## src/sv/rcv_pkg.sv

```systemverilog
// Shared types, codes and a helper function for the radix converter.
`default_nettype none
package rcv_pkg;

	// Result error codes.
	localparam logic [1:0] ERR_NONE     = 2'd0;
	localparam logic [1:0] ERR_BAD_CHAR = 2'd1;
	localparam logic [1:0] ERR_RANGE    = 2'd2;

	// Configuration register indexes.
	localparam logic [7:0] CFG_OLD_BASE = 8'd0;
	localparam logic [7:0] CFG_NEW_BASE = 8'd1;

	// ASCII constants.
	localparam logic [7:0] CHAR_SPACE = 8'h20;
	localparam logic [7:0] CHAR_ZERO  = 8'h30;
	localparam logic [7:0] CHAR_NINE  = 8'h39;
	localparam logic [7:0] CHAR_A     = 8'h41;
	localparam logic [7:0] CHAR_Z     = 8'h5A;

	// Radix limits for the output base.
	localparam logic [5:0] BASE_MIN = 6'd2;
	localparam logic [5:0] BASE_MAX = 6'd36;

	// Decoded form of one incoming character.
	typedef struct packed {
		logic       is_space;
		logic       bad;
		logic [5:0] digit;
	} dec_t;

	// One step of the restoring divider.
	typedef struct packed {
		logic [5:0] rem;
		logic       q_bit;
	} div_step_t;

	// Digit value 0..35 to its ASCII character.
	function automatic logic [7:0] digit_to_ascii(input logic [5:0] d);
		logic [7:0] d8;
		d8 = {2'b00, d};
		if (d <= 6'd9) begin
			return CHAR_ZERO + d8;
		end else begin
			return CHAR_A + (d8 - 8'd10);
		end
	endfunction

endpackage
`default_nettype wire

```

## src/sv/rcv_decode.sv

```systemverilog
// Character decoder: classifies an ASCII byte and yields its digit value.
`default_nettype none
module rcv_decode (
	input  wire logic [7:0]    char_in,
	output rcv_pkg::dec_t      dec
);
	import rcv_pkg::*;

	always_comb begin
		dec.is_space = (char_in == CHAR_SPACE);
		dec.bad      = 1'b0;
		dec.digit    = '0;
		if (char_in >= CHAR_ZERO && char_in <= CHAR_NINE) begin
			dec.digit = 6'(char_in - CHAR_ZERO);
		end else if (char_in >= CHAR_A && char_in <= CHAR_Z) begin
			dec.digit = 6'(char_in - CHAR_A + 8'd10);
		end else if (!dec.is_space) begin
			dec.bad = 1'b1;
		end
	end

endmodule
`default_nettype wire

```

## src/sv/rcv_divstep.sv

```systemverilog
// Shift-subtract unit: one bit of a restoring division by a small base.
`default_nettype none
module rcv_divstep (
	input  wire logic [5:0]     rem_in,
	input  wire logic           bit_in,
	input  wire logic [5:0]     base,
	output rcv_pkg::div_step_t  step
);
	import rcv_pkg::*;

	logic [6:0] trial;
	logic [6:0] diff;

	assign trial = {rem_in, bit_in};
	assign diff  = trial - {1'b0, base};

	always_comb begin
		step.q_bit = (trial >= {1'b0, base});
		step.rem   = step.q_bit ? diff[5:0] : trial[5:0];
	end

endmodule
`default_nettype wire

```

## src/sv/radix_converter_base2_36.sv

```systemverilog
// Top level of the radix converter: accumulator, divider sequencer and result register.
// A character without is_last only folds into the accumulator and gives no result. On a character
// with is_last, an error result or a lone '0' appears in the cycle after the request.
// Otherwise the one-bit-per-cycle divider produces the output digits one after another,
// and busy stays high throughout.
// Results are strobed for one cycle each; the receiver cannot stall them.
// Reset clears the accumulator, pending error and sequencer; both bases return to 10.
`default_nettype none
module radix_converter_base2_36 #(
	parameter int VALUE_BITS = 64
) (
	input  wire logic       clk,
	input  wire logic       arst_n,
	// Request channel.
	input  wire logic       start,
	output logic            busy,
	input  wire logic [7:0] char_in,
	input  wire logic       is_last,
	// Configuration write channel.
	input  wire logic       cfg_valid,
	output logic            cfg_ready,
	input  wire logic [7:0] cfg_index,
	input  wire logic [5:0] cfg_data,
	// Result strobe and payload.
	output logic            result_valid,
	output logic [7:0]      digit_char,
	output logic [1:0]      error_code,
	output logic            last_digit
);
	import rcv_pkg::*;

	localparam int CNT_W = $clog2(VALUE_BITS);
	localparam logic [CNT_W-1:0] CNT_MAX = CNT_W'(VALUE_BITS - 1);

	// Sequencer states.
	localparam logic S_IDLE = 1'b0;
	localparam logic S_DIV  = 1'b1;

	logic                  state_q;
	logic [5:0]            old_base_q;
	logic [5:0]            new_base_q;
	logic [VALUE_BITS-1:0] acc_q;
	logic [1:0]            pend_q;

	// Divider registers: quotient shifts in from the bottom as the dividend leaves the top.
	logic [VALUE_BITS-1:0] quo_q;
	logic [5:0]            rem_q;
	logic [5:0]            base_q;
	logic [CNT_W-1:0]      cnt_q;

	logic                  res_valid_q;
	logic [7:0]            digit_q;
	logic [1:0]            err_q;
	logic                  last_q;

	dec_t                  dec;
	div_step_t             step;
	logic                  accept;
	logic [VALUE_BITS-1:0] acc_next;
	logic [VALUE_BITS+5:0] product;
	logic [1:0]            pend_next;
	logic [5:0]            base_clamped;
	logic [VALUE_BITS-1:0] quo_next;

	rcv_decode u_decode (
		.char_in (char_in),
		.dec     (dec)
	);

	rcv_divstep u_divstep (
		.rem_in (rem_q),
		.bit_in (quo_q[VALUE_BITS-1]),
		.base   (base_q),
		.step   (step)
	);

	assign busy      = (state_q == S_DIV);
	assign cfg_ready = 1'b1;
	assign accept    = start && !busy;

	// Fold the incoming digit into the accumulator; the product wraps at VALUE_BITS.
	assign product = acc_q * {{VALUE_BITS{1'b0}}, old_base_q};

	always_comb begin
		acc_next  = acc_q;
		pend_next = pend_q;
		if (dec.bad) begin
			// An invalid character overrides any earlier range error.
			pend_next = ERR_BAD_CHAR;
		end else if (!dec.is_space) begin
			if (dec.digit >= old_base_q && pend_q == ERR_NONE) begin
				pend_next = ERR_RANGE;
			end
			acc_next = product[VALUE_BITS-1:0] + VALUE_BITS'(dec.digit);
		end
	end

	// Output bases outside 2..36 are clamped when a conversion starts.
	always_comb begin
		if (new_base_q < BASE_MIN) begin
			base_clamped = BASE_MIN;
		end else if (new_base_q > BASE_MAX) begin
			base_clamped = BASE_MAX;
		end else begin
			base_clamped = new_base_q;
		end
	end

	assign quo_next = {quo_q[VALUE_BITS-2:0], step.q_bit};

	// Configuration registers; writes to indexes beyond the list are ignored.
	always_ff @(posedge clk or negedge arst_n) begin
		if (!arst_n) begin
			old_base_q <= 6'd10;
			new_base_q <= 6'd10;
		end else if (cfg_valid && cfg_ready) begin
			if (cfg_index == CFG_OLD_BASE) begin
				old_base_q <= cfg_data;
			end else if (cfg_index == CFG_NEW_BASE) begin
				new_base_q <= cfg_data;
			end
		end
	end

	// Control: accumulator, pending error, sequencer and result strobe.
	always_ff @(posedge clk or negedge arst_n) begin
		if (!arst_n) begin
			state_q     <= S_IDLE;
			acc_q       <= '0;
			pend_q      <= ERR_NONE;
			cnt_q       <= '0;
			res_valid_q <= 1'b0;
		end else begin
			res_valid_q <= 1'b0;
			unique case (state_q)
				S_IDLE: begin
					if (accept) begin
						if (is_last) begin
							// The run ends here; clear for the next number.
							acc_q  <= '0;
							pend_q <= ERR_NONE;
							if (pend_next != ERR_NONE || acc_next == '0) begin
								res_valid_q <= 1'b1;
							end else begin
								state_q <= S_DIV;
								cnt_q   <= CNT_MAX;
							end
						end else begin
							acc_q  <= acc_next;
							pend_q <= pend_next;
						end
					end
				end
				S_DIV: begin
					if (cnt_q == '0) begin
						// One digit is finished; stop once the quotient reaches zero.
						res_valid_q <= 1'b1;
						cnt_q       <= CNT_MAX;
						if (quo_next == '0) begin
							state_q <= S_IDLE;
						end
					end else begin
						cnt_q <= cnt_q - 1'b1;
					end
				end
				default: state_q <= S_IDLE;
			endcase
		end
	end

	// Datapath: divider operands and result payload.
	always_ff @(posedge clk) begin
		if (state_q == S_IDLE) begin
			if (accept && is_last) begin
				quo_q  <= acc_next;
				rem_q  <= '0;
				base_q <= base_clamped;
				if (pend_next != ERR_NONE) begin
					digit_q <= '0;
					err_q   <= pend_next;
					last_q  <= 1'b1;
				end else begin
					digit_q <= CHAR_ZERO;
					err_q   <= ERR_NONE;
					last_q  <= 1'b1;
				end
			end
		end else begin
			quo_q <= quo_next;
			if (cnt_q == '0) begin
				rem_q   <= '0;
				digit_q <= digit_to_ascii(step.rem);
				err_q   <= ERR_NONE;
				last_q  <= (quo_next == '0);
			end else begin
				rem_q <= step.rem;
			end
		end
	end

	assign result_valid = res_valid_q;
	assign digit_char   = digit_q;
	assign error_code   = err_q;
	assign last_digit   = last_q;

	// An error result always ends its run and carries no digit.
	a_err_is_final: assert property (@(posedge clk) disable iff (!arst_n)
		result_valid && error_code != ERR_NONE |-> last_digit && digit_char == 8'd0)
		else $error("error result without last_digit or with a digit");

	// A digit that is not the last one means the divider is still running.
	a_more_digits_busy: assert property (@(posedge clk) disable iff (!arst_n)
		result_valid && !last_digit |-> busy)
		else $error("intermediate digit while sequencer idle");

	// A character without is_last never produces a result.
	a_no_result_mid_run: assert property (@(posedge clk) disable iff (!arst_n)
		start && !busy && !is_last |=> !result_valid)
		else $error("result after a character without is_last");

	// While a digit is being divided out, no result is strobed in the next cycle.
	a_quiet_during_divide: assert property (@(posedge clk) disable iff (!arst_n)
		busy && cnt_q != '0 |=> !result_valid)
		else $error("result strobed in the middle of a division");

endmodule
`default_nettype wire
```

## config.mk

```make
export PLATFORM = sky130hd
export DESIGN_NAME = radix_converter_base2_36
export DESIGN_NICKNAME = d
export VERILOG_FILES = /design/src/sv/rcv_pkg.sv /design/src/sv/rcv_decode.sv /design/src/sv/rcv_divstep.sv /design/src/sv/radix_converter_base2_36.sv
export SDC_FILE = /design/constraint.sdc
export NUM_CORES = 1
export LEC_CHECK = 0
export BUFFER_PORTS_ARGS = -buffer_cell sky130_fd_sc_hd__clkbuf_2
export CELL_PAD_IN_SITES_DETAIL_PLACEMENT = 0
export CELL_PAD_IN_SITES_GLOBAL_PLACEMENT = 1
export CORE_MARGIN = 1.5
export CORE_UTILIZATION = 29
export DETAILED_ROUTE_END_ITERATION = 12
export GPL_TIMING_DRIVEN = 0
export PLACE_DENSITY = 0.56
export SYNTH_ARGS = -nofsm -noshare
export SYNTH_HDL_FRONTEND = slang
export SYNTH_SLANG_ARGS = --single-unit
```

## constraint.sdc

```tcl
create_clock -name clk -period 13.75 [get_ports clk]
set_input_delay 2.75 -clock clk [delete_from_list [all_inputs] [get_ports clk]]
set_output_delay 2.75 -clock clk [all_outputs]
set_load 0.05 [all_outputs]
```

# --- Yosys cells after proc, flatten, opt, wreduce, memory -nomap -nowiden ---
# Cells that the tools add are included.
classes:
  add_sub_neg: 9
  multipliers: 1
  magnitude_cmp: 9
  eq_ne: 6
  mux: 47
  bitwise_logic: 2
  reduce_logical: 21
ops:
  columns: ["cell", "count"]
  rows:
  - ["$mux 64", 5]
  - ["$logic_not 64->1", 2]
  - ["$mux 6", 12]
  - ["$add 64x6->64", 1]
  - ["$mul 64x6->64", 1]
  - ["$mux 8", 4]
  - ["$mux 2", 8]
  - ["$mux 1", 15]
  - ["$pmux 6 s2", 1]
  - ["$sub 6x1->6 const B", 2]
  - ["$add 7x8->8 const A", 1]
  - ["$eq 8x1->1 const B", 1]
  - ["$eq 8x6->1 const B", 1]
  - ["$ge 8x6->1 const B", 1]
  - ["$ge 8x7->1 const B", 1]
  - ["$le 8x6->1 const B", 1]
  - ["$le 8x7->1 const B", 1]
  - ["$logic_not 8->1", 1]
  - ["$reduce_and 2->1", 4]
  - ["$add 6x6->7 const A", 1]
  - ["$ge 7x6->1", 1]
  - ["$sub 6x4->7 const B", 1]
  - ["$add 6x4->6 const B", 1]
  - ["$ge 6x6->1", 1]
  - ["other kinds (17)", 27]
word_totals:
  ff_bits: 173
  input_bits: 27
  output_inout_bits: 14
  wordCells: 109

# --- Depth between registers and ports, before layout ---
# Gate-level depths: netlist (run 1).
logic_depth:
  ltp_word: 15
  ltp_mapped: 26
  depth_no_buf: 24

# --- Modules after synthesis ---
# Synthesis (run 1) repeated with hierarchy kept, for this count alone.
unflattened:
  cells_unflattened: 2361
  area_unflattened_um2: 22027.4
modules_own_cells:
  columns: ["module", "instances", "cells_per_inst", "area_each_um2", "seq_area_each_um2"]
  rows:
  - ["radix_converter_base2_36", 1, 2263, 21217.8, 4769.6]
  - ["rcv_divstep", 1, 53, 417.9, 0.0]
  - ["rcv_decode", 1, 45, 391.6, 0.0]

# --- Worst setup path after synthesis (run 1) ---
# OpenSTA, ideal clock, no wires.
synth_timing:
  path_kind: "input to register"
  startpoint: "input char_in[1]"
  endpoint: "register state_q (netlist: busy)"
  setup_time_ns: 0.118
  t_arrival_ns: 7.832
  required_time_ns: 13.632
  path_slack_ns: 5.800
  path_stages: 23
  n_path_buf: 1
  path_cell_list: "inv_1 -> ha_1 -> or3b_1 -> and4_1 -> clkbuf_1 -> a22o_1 -> ha_1 -> ha_1 -> inv_1 -> fa_1 -> nand2b_1 -> a211oi_1 -> o21ai_1 -> a311oi_1 -> nor2_1 -> xnor2_1 -> or4b_1 -> o31a_1 -> or4_1 -> nor4b_2 -> nand4_1 -> and3_1 -> a21o_1"
synth_between:
  elab_chain_len: 15
  word_cells_on_any_way: 30
  classes_between: "4 x add/sub; 5 x order compare; 1 x eq/ne; 14 x mux; 6 x reduce/logical"
synth_lines:
  columns: ["item", "line", "text"]
  rows:
  - ["start: declaration", "radix_converter_base2_36.sv:17", "input wire logic [7:0] char_in,"]
  - ["branches (longest 10 deep; another with $add 64x6->64)", null, null]
  - ["$logic_or 1x1->1 (*)", "radix_converter_base2_36.sv:142", "if (pend_next != ERR_NONE || acc_next == '0) begin"]
  - ["$mux 1 (*)", "radix_converter_base2_36.sv:142", null]
  - ["$mux 1 (*)", "radix_converter_base2_36.sv:138", "if (is_last) begin"]
  - ["$mux 1 (*)", "radix_converter_base2_36.sv:137", "if (accept) begin"]
  - ["$pmux 1 s2 (*)", "radix_converter_base2_36.sv:135", "unique case (state_q)"]
  - ["end signal: assignment", "radix_converter_base2_36.sv:128", "state_q <= S_IDLE;"]
  - ["end signal: assignment", "radix_converter_base2_36.sv:145", "state_q <= S_DIV;"]
  - ["end signal: assignment", "radix_converter_base2_36.sv:160", "state_q <= S_IDLE;"]
  - ["end: declaration", "radix_converter_base2_36.sv:39", "logic state_q;"]
# Every way passes the cells marked *.
# A chain may end at the register's enable or synchronous reset.

# --- Final worst setup path (run 1) ---
layout_timing:
  startpoint: "input char_in[0]"
  endpoint: "register cnt_q[2]"
layout_between:
  elab_chain_len: 13
  word_cells_on_any_way: 28
  classes_between: "4 x add/sub; 5 x order compare; 2 x eq/ne; 10 x mux; 7 x reduce/logical"
layout_lines:
  columns: ["item", "line", "text"]
  rows:
  - ["branches (longest 10 deep; another with $add 64x6->64)", null, null]
  - ["$logic_or 1x1->1 (*)", "radix_converter_base2_36.sv:142", null]
  - ["$ne 2x2->1 (no source line) (*)", null, null]
  - ["$reduce_and 3->1 (no source line) (*)", null, null]
  - ["end signal: assignment", "radix_converter_base2_36.sv:163", "cnt_q <= cnt_q - 1'b1;"]
  - ["end: declaration", "radix_converter_base2_36.sv:49", "logic [CNT_W-1:0] cnt_q;"]
# Marked as above.

==> results of run 1 <==
[placed cells by master (no fill, tap or decap), drive strengths merged, types with 6 or more instances in the layout]
| master | Yosys | layout |
|---|---|---|
| o211ai | 10 | 10 |
| o21ai | 137 | 137 |
| xor2 | 23 | 23 |
| and2 | 343 | 343 |
| a22o | 54 | 54 |
| nand4 | 43 | 43 |
| o31ai | 10 | 10 |
| and4 | 6 | 6 |
| buf | 24 | 27 |
| fa | 241 | 241 |
| nor2b | 9 | 9 |
| ha | 156 | 156 |
| nor2 | 122 | 122 |
| a21o | 22 | 22 |
| a21boi | 7 | 7 |
| clkbuf | 99 | 153 |
| nor3 | 18 | 18 |
| nand2 | 242 | 242 |
| o31a | 6 | 6 |
| nand2b | 8 | 8 |
| a211oi | 10 | 10 |
| nand3 | 29 | 29 |
| nor4b | 6 | 6 |
| inv | 90 | 92 |
| xnor2 | 48 | 48 |
| mux2 | 55 | 55 |
| a31oi | 15 | 15 |
| mux2i | 16 | 16 |
| nor4 | 30 | 30 |
| o21bai | 9 | 9 |
| a21oi | 124 | 124 |
| dfrtp | 82 | 82 |
| o21a | 11 | 11 |
| edfxtp | 87 | 87 |
| and3 | 7 | 7 |
| clkinv | 0 | 7 |
| or3 | 12 | 12 |
[cell families (layout without fill, tap and decap cells)]
| family | count (synthesis) | count (layout) | synth area share [%] |
|---|---|---|---|
| xor+xnor | 71 | 71 | 2.893 |
| mux | 71 | 71 | 3.627 |
| flops | 173 | 173 | 22.19 |
| compound gates | 458 | 458 | 13.92 |
| fa+ha+maj | 397 | 397 | 31.53 |
| other cells | 1 | 2 | 0.01745 |
| buf+inv | 213 | 285 | 3.901 |
| simple gates | 894 | 894 | 21.92 |
[power groups by stage]
stage / registers, W / clock network (W) / logic (W)
after floorplan: 0.000766 / 0 / 0.000492
after global placement: 0.000795 / 0 / 0.000679
after detailed placement: 0.000796 / 0 / 0.000685
after CTS: 0.000789 / 0.000550 / 0.000689
after global routing: 0.000804 / 0.000571 / 0.000776
final: 0.000791 / 0.000542 / 0.000689
[registers in the layout, summed over array words and instances, names as in the netlist]
name	cells
acc_q	64
quo_q	64
digit_char	8
base_q	6
cnt_q	6
new_base_q	6
old_base_q	6
rem_q	6
error_code	2
pend_q	2
busy	1
last_digit	1
result_valid	1
[synthesized netlist by cell type, types with 55 or more instances]
library cell	n
a21oi_1	121
and2_1	343
nand2_1	242
inv_1	90
ha_1	156
edfxtp_1	87
dfrtp_1	82
fa_1	241
nor2_1	122
mux2_2	55
o21ai_0	128
clkbuf_1	99
[stage by stage]
stage / hold slack, ns / power [W] / std cells / worst slack (ns) / area [um^2]
final: 0.5149 / 0.002022 / 3310 / 4.216 / 23600
after global routing: 0.5370 / 0.002151 / 3309 / 3.941 / 23600
after CTS: 0.5188 / 0.002028 / 3309 / 4.331 / 23600
after detailed placement: 0.4991 / 0.001481 / 3277 / 3.898 / 22950
after global placement: 0.4913 / 0.001474 / 3274 / 3.845 / 22880
after floorplan: 0.4738 / 0.001258 / 2278 / 5.800 / 21490
[critical path: stages]
cell and delay [ns]:
clkbuf_2 0.19, inv_1 0.07, ha_1 0.20, nor3b_1 0.16
a311oi_2 0.42, and2_1 0.30, nor2_1 0.15, nor2_1 0.27
fa_1 0.47, ha_1 0.42, a21o_1 0.17, nand3_1 0.08
a211oi_1 0.57, nor2_1 0.21, o41ai_2 0.85, a41oi_1 0.45
o21ai_0 0.33, xnor2_1 0.29, a31oi_1 0.16, a2111oi_0 0.41
nand4_1 0.38, nand4_1 0.36, a31oi_1 0.12
[worst min path at each step]
stage	endpoint	cells after the start	startpoint
detailed placement	pend_q[1]	1	pend_q[1]
finish	new_base_q[0]	1	new_base_q[0]
global route	new_base_q[0]	1	new_base_q[0]
CTS	new_base_q[0]	1	new_base_q[0]
global placement	new_base_q[0]	1	new_base_q[0]
floorplan	pend_q[1]	1	pend_q[1]
[layout make-up]
type	instances	area [um^2]
multi-input combinational	1892	15890
fill	7652	49610
antenna	1	2.502
timing repair buffer	40	257.7
sequential	173	4770
clock inverter	15	219.0
tap	959	1200
buffer	123	501.7
clock buffer	17	425.4
inverter	90	337.8
[layer usage]
| metal | vias up | global-route usage [%] | routed length (um) |
|---|---|---|---|
| met3 | 89 | 2.679 | 3949 |
| met4 | 0 | 5.536 | 1838 |
| li1 | 8024 | - | - |
| met5 | - | 0 | 0 |
| met1 | 9142 | 30.06 | 37300 |
| met2 | 514 | 35.39 | 37640 |
==> flow_summary_export.csv, run 1 <==
group,metric,value,unit
synth,ys_async_sr_fraction,49.71,%
synth,syn_area,21490,um^2
global_routing,grt_overflow,0,
run,max_cap_viol_count,1,
synth,synth_flop_cell,"edfxtp_1",
floorplan,num_io_pins,41,
worst_setup_path,critical_path_class,"primary input to register",
global_routing,antenna_found_initial,4,
synth,avgSynthCellArea,9.435,um^2
cts,cts_setup_buffers,0,
worst_setup_path,arrival,9.81,ns
cts,root_buffer,"clkbuf_16",
worst_setup_path,cp-end-kind,"register",
drt,ant_nets,0,
synth,ys_warn_count,0,
placed_design,portBuffers,37,
cts,clkSlewWorstSetupHoldPaths,0.06,ns
timing,slew_violations,0,
worst_setup_path,reg2reg_slack,4.28,ns
run_status,violations,"capacitance limit",
drt,drcViolationCount,0,
floorplan,dieArea,75750,um^2
global_routing,grt_pass1_wl,121900,um
power_and_ir_drop,power_density,85.68,nW/um^2
global_routing,grt_pass1_vias,18680,
synth,syn_nets,2702,
synth,yosysSeqAreaShare,22.19,%
power_and_ir_drop,combPwrFrac,34.1,%
synth,synth_seq_cells,173,
final_layout,post-route-util,32.24,%
synth,synth_top_area_cell,"fa_1",
placed_design,dpl.hpwl,64070,um
drt,vias_per_cell,5.368,
power_and_ir_drop,p_sw_share,35.39,%
timing,finalHoldViolCount,0,
floorplan,start_util,29.36,%
run_status,run_status,"finished, violations left",
min_path,hold_class,"register to register",
timing,finalCritPeriodShare,69.34,%
cts,htreeDepth,4,
synth,synth.area.top_cells,"fa_1 22%, edfxtp_1 12%, and2_1 10%, dfrtp_1 9.5%, ha_1 9.1%",
drt,wire_per_inst,24.39,um
power_and_ir_drop,p_clk_share,26.8,%
power_and_ir_drop,leakage,10.87,nW
floorplan,placementRows,99,
synth,synth_cells,2278,
cts,clk_path_buf_depth,2,
cts,cts.sinks,173,
cts,clock_latency,0.44,ns
timing,setup_tns,0,ns
cts,cts_tree,"yes",
placed_design,gp_congestion,0.9208,
power_and_ir_drop,p_switching,0.0007155,W
worst_setup_path,cp.required,14.03,ns
timing,rsz0062_at_grt,"false",
worst_setup_path,crit_path_start_kind,"primary input",
drt,wl,80730,um
final_layout,drive_gt1_share,7.277,%
global_routing,grt_usage,21.58,%
worst_setup_path,rr_endpoint,"cnt_q[2]",
worst_setup_path,cp_max_fo,9,
cts,cts_hold_buf,0,
global_routing,grt_max_degree,64,
timing,worst_pin_slew,1.489,ns
timing,fin_worst_skew,0.01092,ns
synth,yosysTopAreaCellShare,22.45,%
worst_setup_path,r2r_cells,21,
synth,synth_edf_count,87,
power_and_ir_drop,p_int,0.001306,W
timing,setup_viol,0,
floorplan,core_area,73210,um^2
cts,cts_made_buffers,17,
floorplan,die_h,275.2,um
drt,dr.first_iter.drc_count,1392,
timing,slew_headroom,0.7251,%
drt,drtPass1Iterations,5,
worst_setup_path,crit_start,"char_in[0]",
floorplan,die_x,275.2,um
timing,max_freq,0.1049,GHz
cts,ctsResizeCount,0,
worst_setup_path,r2r-start,"old_base_q[5]",
power_and_ir_drop,power.sequential.fraction,39.1,%
worst_setup_path,crit_end,"cnt_q[2]",
timing,finalCriticalPeriod,9.534,ns
power_and_ir_drop,peakVddDrop,0.09059,mV
final_layout,area_growth,9.809,%
drt,vias,17770,
synth,synth.distinct_cells,79,
final_layout,nNetsFinal,2761,
No activity file was read; power rests on OpenSTA's default activity.
==> inputs of run 2 (changes only) <==
- ABC_AREA: not set -> 1
- PLACE_DENSITY: 0.56 -> 0.61
- clock period: 13.75 -> 7.7 ns (I/O delays scaled with it)
==> run 2 against run 1 <==
  * The flow finishes with violations (DRC)
  * Clock-buffer cell count is the same
  * Clock power is 70% higher
  * Clock skew up 0.0086 ns
  * Setup slack worse by 3.8 ns
  * Non-clock buffer count fell by 14
  * Cell area rose by 9.6%
  * Die area grew 10%
  * Largest cell class unchanged
==> flow_summary_export.csv, run 2 <==
group,metric,value,unit
worst_setup_path,cpMostUsedCell,"nand2_1",
drt,drtPass1Iterations,9,
cts,cts.sinks,173,
worst_setup_path,r2r_cells,31,
cts,root_buffer,"clkbuf_16",
final_layout,area_growth,9.104,%
timing,setup_viol,0,
timing,slew_violations,0,
worst_setup_path,rr_endpoint,"cnt_q[3]",
synth,ys_warn_count,0,
drt,vias_per_cell,4.623,
drt,ant_nets,0,
global_routing,grt_max_degree,87,
synth,synth_cells,3513,
timing,setup_tns,0,ns
cts,cts_made_buffers,17,
power_and_ir_drop,p_int,0.001721,W
floorplan,core_area,80680,um^2
synth,ys_async_sr_fraction,49.71,%
worst_setup_path,crit_start,"old_base_q[4]",
floorplan,die_h,288.9,um
placed_design,dpl.hpwl,73920,um
synth,synth_edf_count,87,
synth,synth.distinct_cells,45,
min_path,min_path_cells,2,
timing,finalCritPeriodShare,94.73,%
placed_design,portBuffers,38,
power_and_ir_drop,p_switching,0.0009681,W
power_and_ir_drop,combPwrFrac,29.4,%
worst_setup_path,arrival,7.73,ns
worst_setup_path,crit_path_start_kind,"register",
timing,finalHoldViolCount,0,
drt,drcViolationCount,4,
timing,slew_headroom,19.91,%
worst_setup_path,cp.required,8.13,ns
drt,wl,89360,um
floorplan,num_io_pins,41,
worst_setup_path,critical_path_class,"register to register",
final_layout,diodes,0,
floorplan,dieArea,83470,um^2
cts,htreeDepth,4,
floorplan,start_util,29.39,%
drt,vias,21450,
placed_design,gp_congestion,0.9170,
synth,synth.top_cells.by_count,"1,274 x nand2_1, 838 x inv_1, 241 x fa_1",
global_routing,grt_pass1_vias,21740,
run,max_cap_viol_count,0,
run_status,violations,"DRC",
cts,clkSlewWorstSetupHoldPaths,0.07,ns
worst_setup_path,reg2reg_slack,0.41,ns
timing,max_freq,0.1371,GHz
final_layout,layout_common_cells,"1,273 x nand2_1, 838 x inv_1, 241 x fa_1",
worst_setup_path,worst_path_max_delay_cell,"dfrtp_1",
worst_setup_path,cp_max_fo,10,
power_and_ir_drop,power.sequential.fraction,36.3,%
worst_setup_path,r2r-start,"old_base_q[4]",
global_routing,grt_usage,22.22,%
synth,synth.most_common_cell,"nand2_1",
run_status,run_status,"finished, violations left",
power_and_ir_drop,power_density,104.0,nW/um^2
final_layout,nNetsFinal,3991,
timing,finalWorstSetupSlack,0.4060,ns
synth,synth.area.top_cells,"fa_1 20%, nand2_1 20%, inv_1 13%, edfxtp_1 11%, dfrtp_1 8.7%",
timing,worst_pin_slew,1.201,ns
timing,finalCriticalPeriod,7.294,ns
synth,synth_top_area_cell,"fa_1",
global_routing,grt_overflow,0,
global_routing,grt_pass1_wl,137000,um
final_layout,drive_gt1_share,3.213,%
floorplan,placementRows,104,
power_and_ir_drop,p_sw_share,36.00,%
final_layout,mostFrequentLayoutCell,"nand2_1",
cts,cts_tree,"yes",
synth,syn_area,23710,um^2
worst_setup_path,critPathMaxStageDelay,0.81,ns
synth,yosysTopAreaCellShare,20.35,%
power_and_ir_drop,leakage,16.02,nW
synth,avgSynthCellArea,6.749,um^2
synth,yosysSeqAreaShare,20.12,%
power_and_ir_drop,peakVddDrop,0.1520,mV
worst_setup_path,cp-end-kind,"register",
timing,fin_worst_skew,0.01949,ns
power_and_ir_drop,p_total,0.002689,W
floorplan,die_x,288.9,um
worst_setup_path,crit_end,"cnt_q[3]",
cts,cts_setup_buffers,0,
cts,clk_path_buf_depth,2,
synth,syn_nets,3937,
min_path,hold_class,"register to register",
drt,dr.first_iter.drc_count,1741,
timing,rsz0062_at_grt,"false",
synth,synth_seq_cells,173,
drt,wire_per_inst,19.26,um
global_routing,antenna_found_initial,1,
placed_design,pre_cts_ws,-0.5262,ns
synth,synth_flop_cell,"edfxtp_1",
power_and_ir_drop,p_clk_share,34.2,%
cts,clock_latency,0.50,ns
[run 2: cell types whose count changed in the layout (fill, tap and decap cells not counted), moves of 55 or more]
cell	previous run	this run
inv_1	90	838
nand2_1	242	1273
and2_1	343	4
mux2_2	55	0
a21oi_1	121	57
nand3_1	29	145
[run 2: worst min-delay path by stage]
stage	slack (ns)	start	endpoint
2_1_floorplan	0.46	cnt_q[0]	cnt_q[0]
3_3_place_gp	0.48	cnt_q[0]	cnt_q[0]
3_5_place_dp	0.49	cnt_q[0]	cnt_q[0]
4_1_cts	0.50	cnt_q[0]	cnt_q[0]
5_1_grt	0.53	new_base_q[1]	new_base_q[1]
6_report	0.50	cnt_q[0]	cnt_q[0]
[run 2: what timing repair did]
item / in CTS / in global routing
gates resized for setup: 3 / 28
pin swaps: 0 / 0
hold buffers: 0 / 0
endpoints found under the setup margin: 8 / 8
[run 2: kinds of logic (layout without fill, tap and decap cells)]
logic type               count (synthesis)  in the layout  synth area share, %
buffers and inverters                  955           1021                15.26
AO/OA/AOI/OAI                          276            276                6.317
flip-flops                             173            173                20.12
AND/OR/NAND/NOR                       1680           1680                28.56
other                                    1              1              0.01582
XOR/XNOR                                31             31                1.145
adder cells (fa/ha/maj)                397            397                28.58
[run 2: power by group through the flow]
stage	Sequential [W]	Clock [W]	Combinational (W)
after detailed placement	0.000990	0	0.000794
after global placement	0.000990	0	0.000797
after global routing	0.000977	0.000970	0.000905
final	0.000977	0.000921	0.000792
after CTS	0.000977	0.000937	0.000798
after floorplan	0.000989	0	0.000522
[run 2: layout make-up]
| type | count | area [um^2] |
|---|---|---|
| well taps | 1060 | 1326 |
| clock buffers | 17 | 425.4 |
| flip-flops and latches | 173 | 4771 |
| multi-input cells | 2385 | 15330 |
| fillers | 9037 | 54810 |
| inverters | 841 | 3157 |
| plain buffers | 110 | 467.9 |
| clock inverters | 14 | 160.2 |
| repair buffers | 39 | 226.5 |
[run 2: critical path, delay by kind of cell (launching register included)]
| kind | cells | cell delay, ns |
|---|---|---|
| buffers and inverters | 4 | 0.69 |
| adders and majority gates | 5 | 2.48 |
| AOI/OAI and AO/OA | 1 | 0.22 |
| DFF | 1 | 0.81 |
| and+or+nand+nor | 21 | 3.03 |
[run 2: stage by stage]
step / hold slack [ns] / instance area, um^2 / utilization, % / cells
5_1_grt: 0.5264 / 25870 / 32.06 / 4639
2_1_floorplan: 0.4631 / 23710 / - / 3513
6_report: 0.5019 / 25870 / 32.06 / 4639
3_3_place_gp: 0.4844 / 25220 / 31.27 / 4611
3_5_place_dp: 0.4862 / 25270 / 31.32 / 4612
4_1_cts: 0.5046 / 25840 / 32.03 / 4639
[run 2: metal layers]
metal	routed length, um	part of all wire [%]	track usage, %
met1	43140	48	31.38
met2	40330	45	36.03
met3	3984	4.5	2.677
met4	1911	2.1	5.417
met5	0	0	0
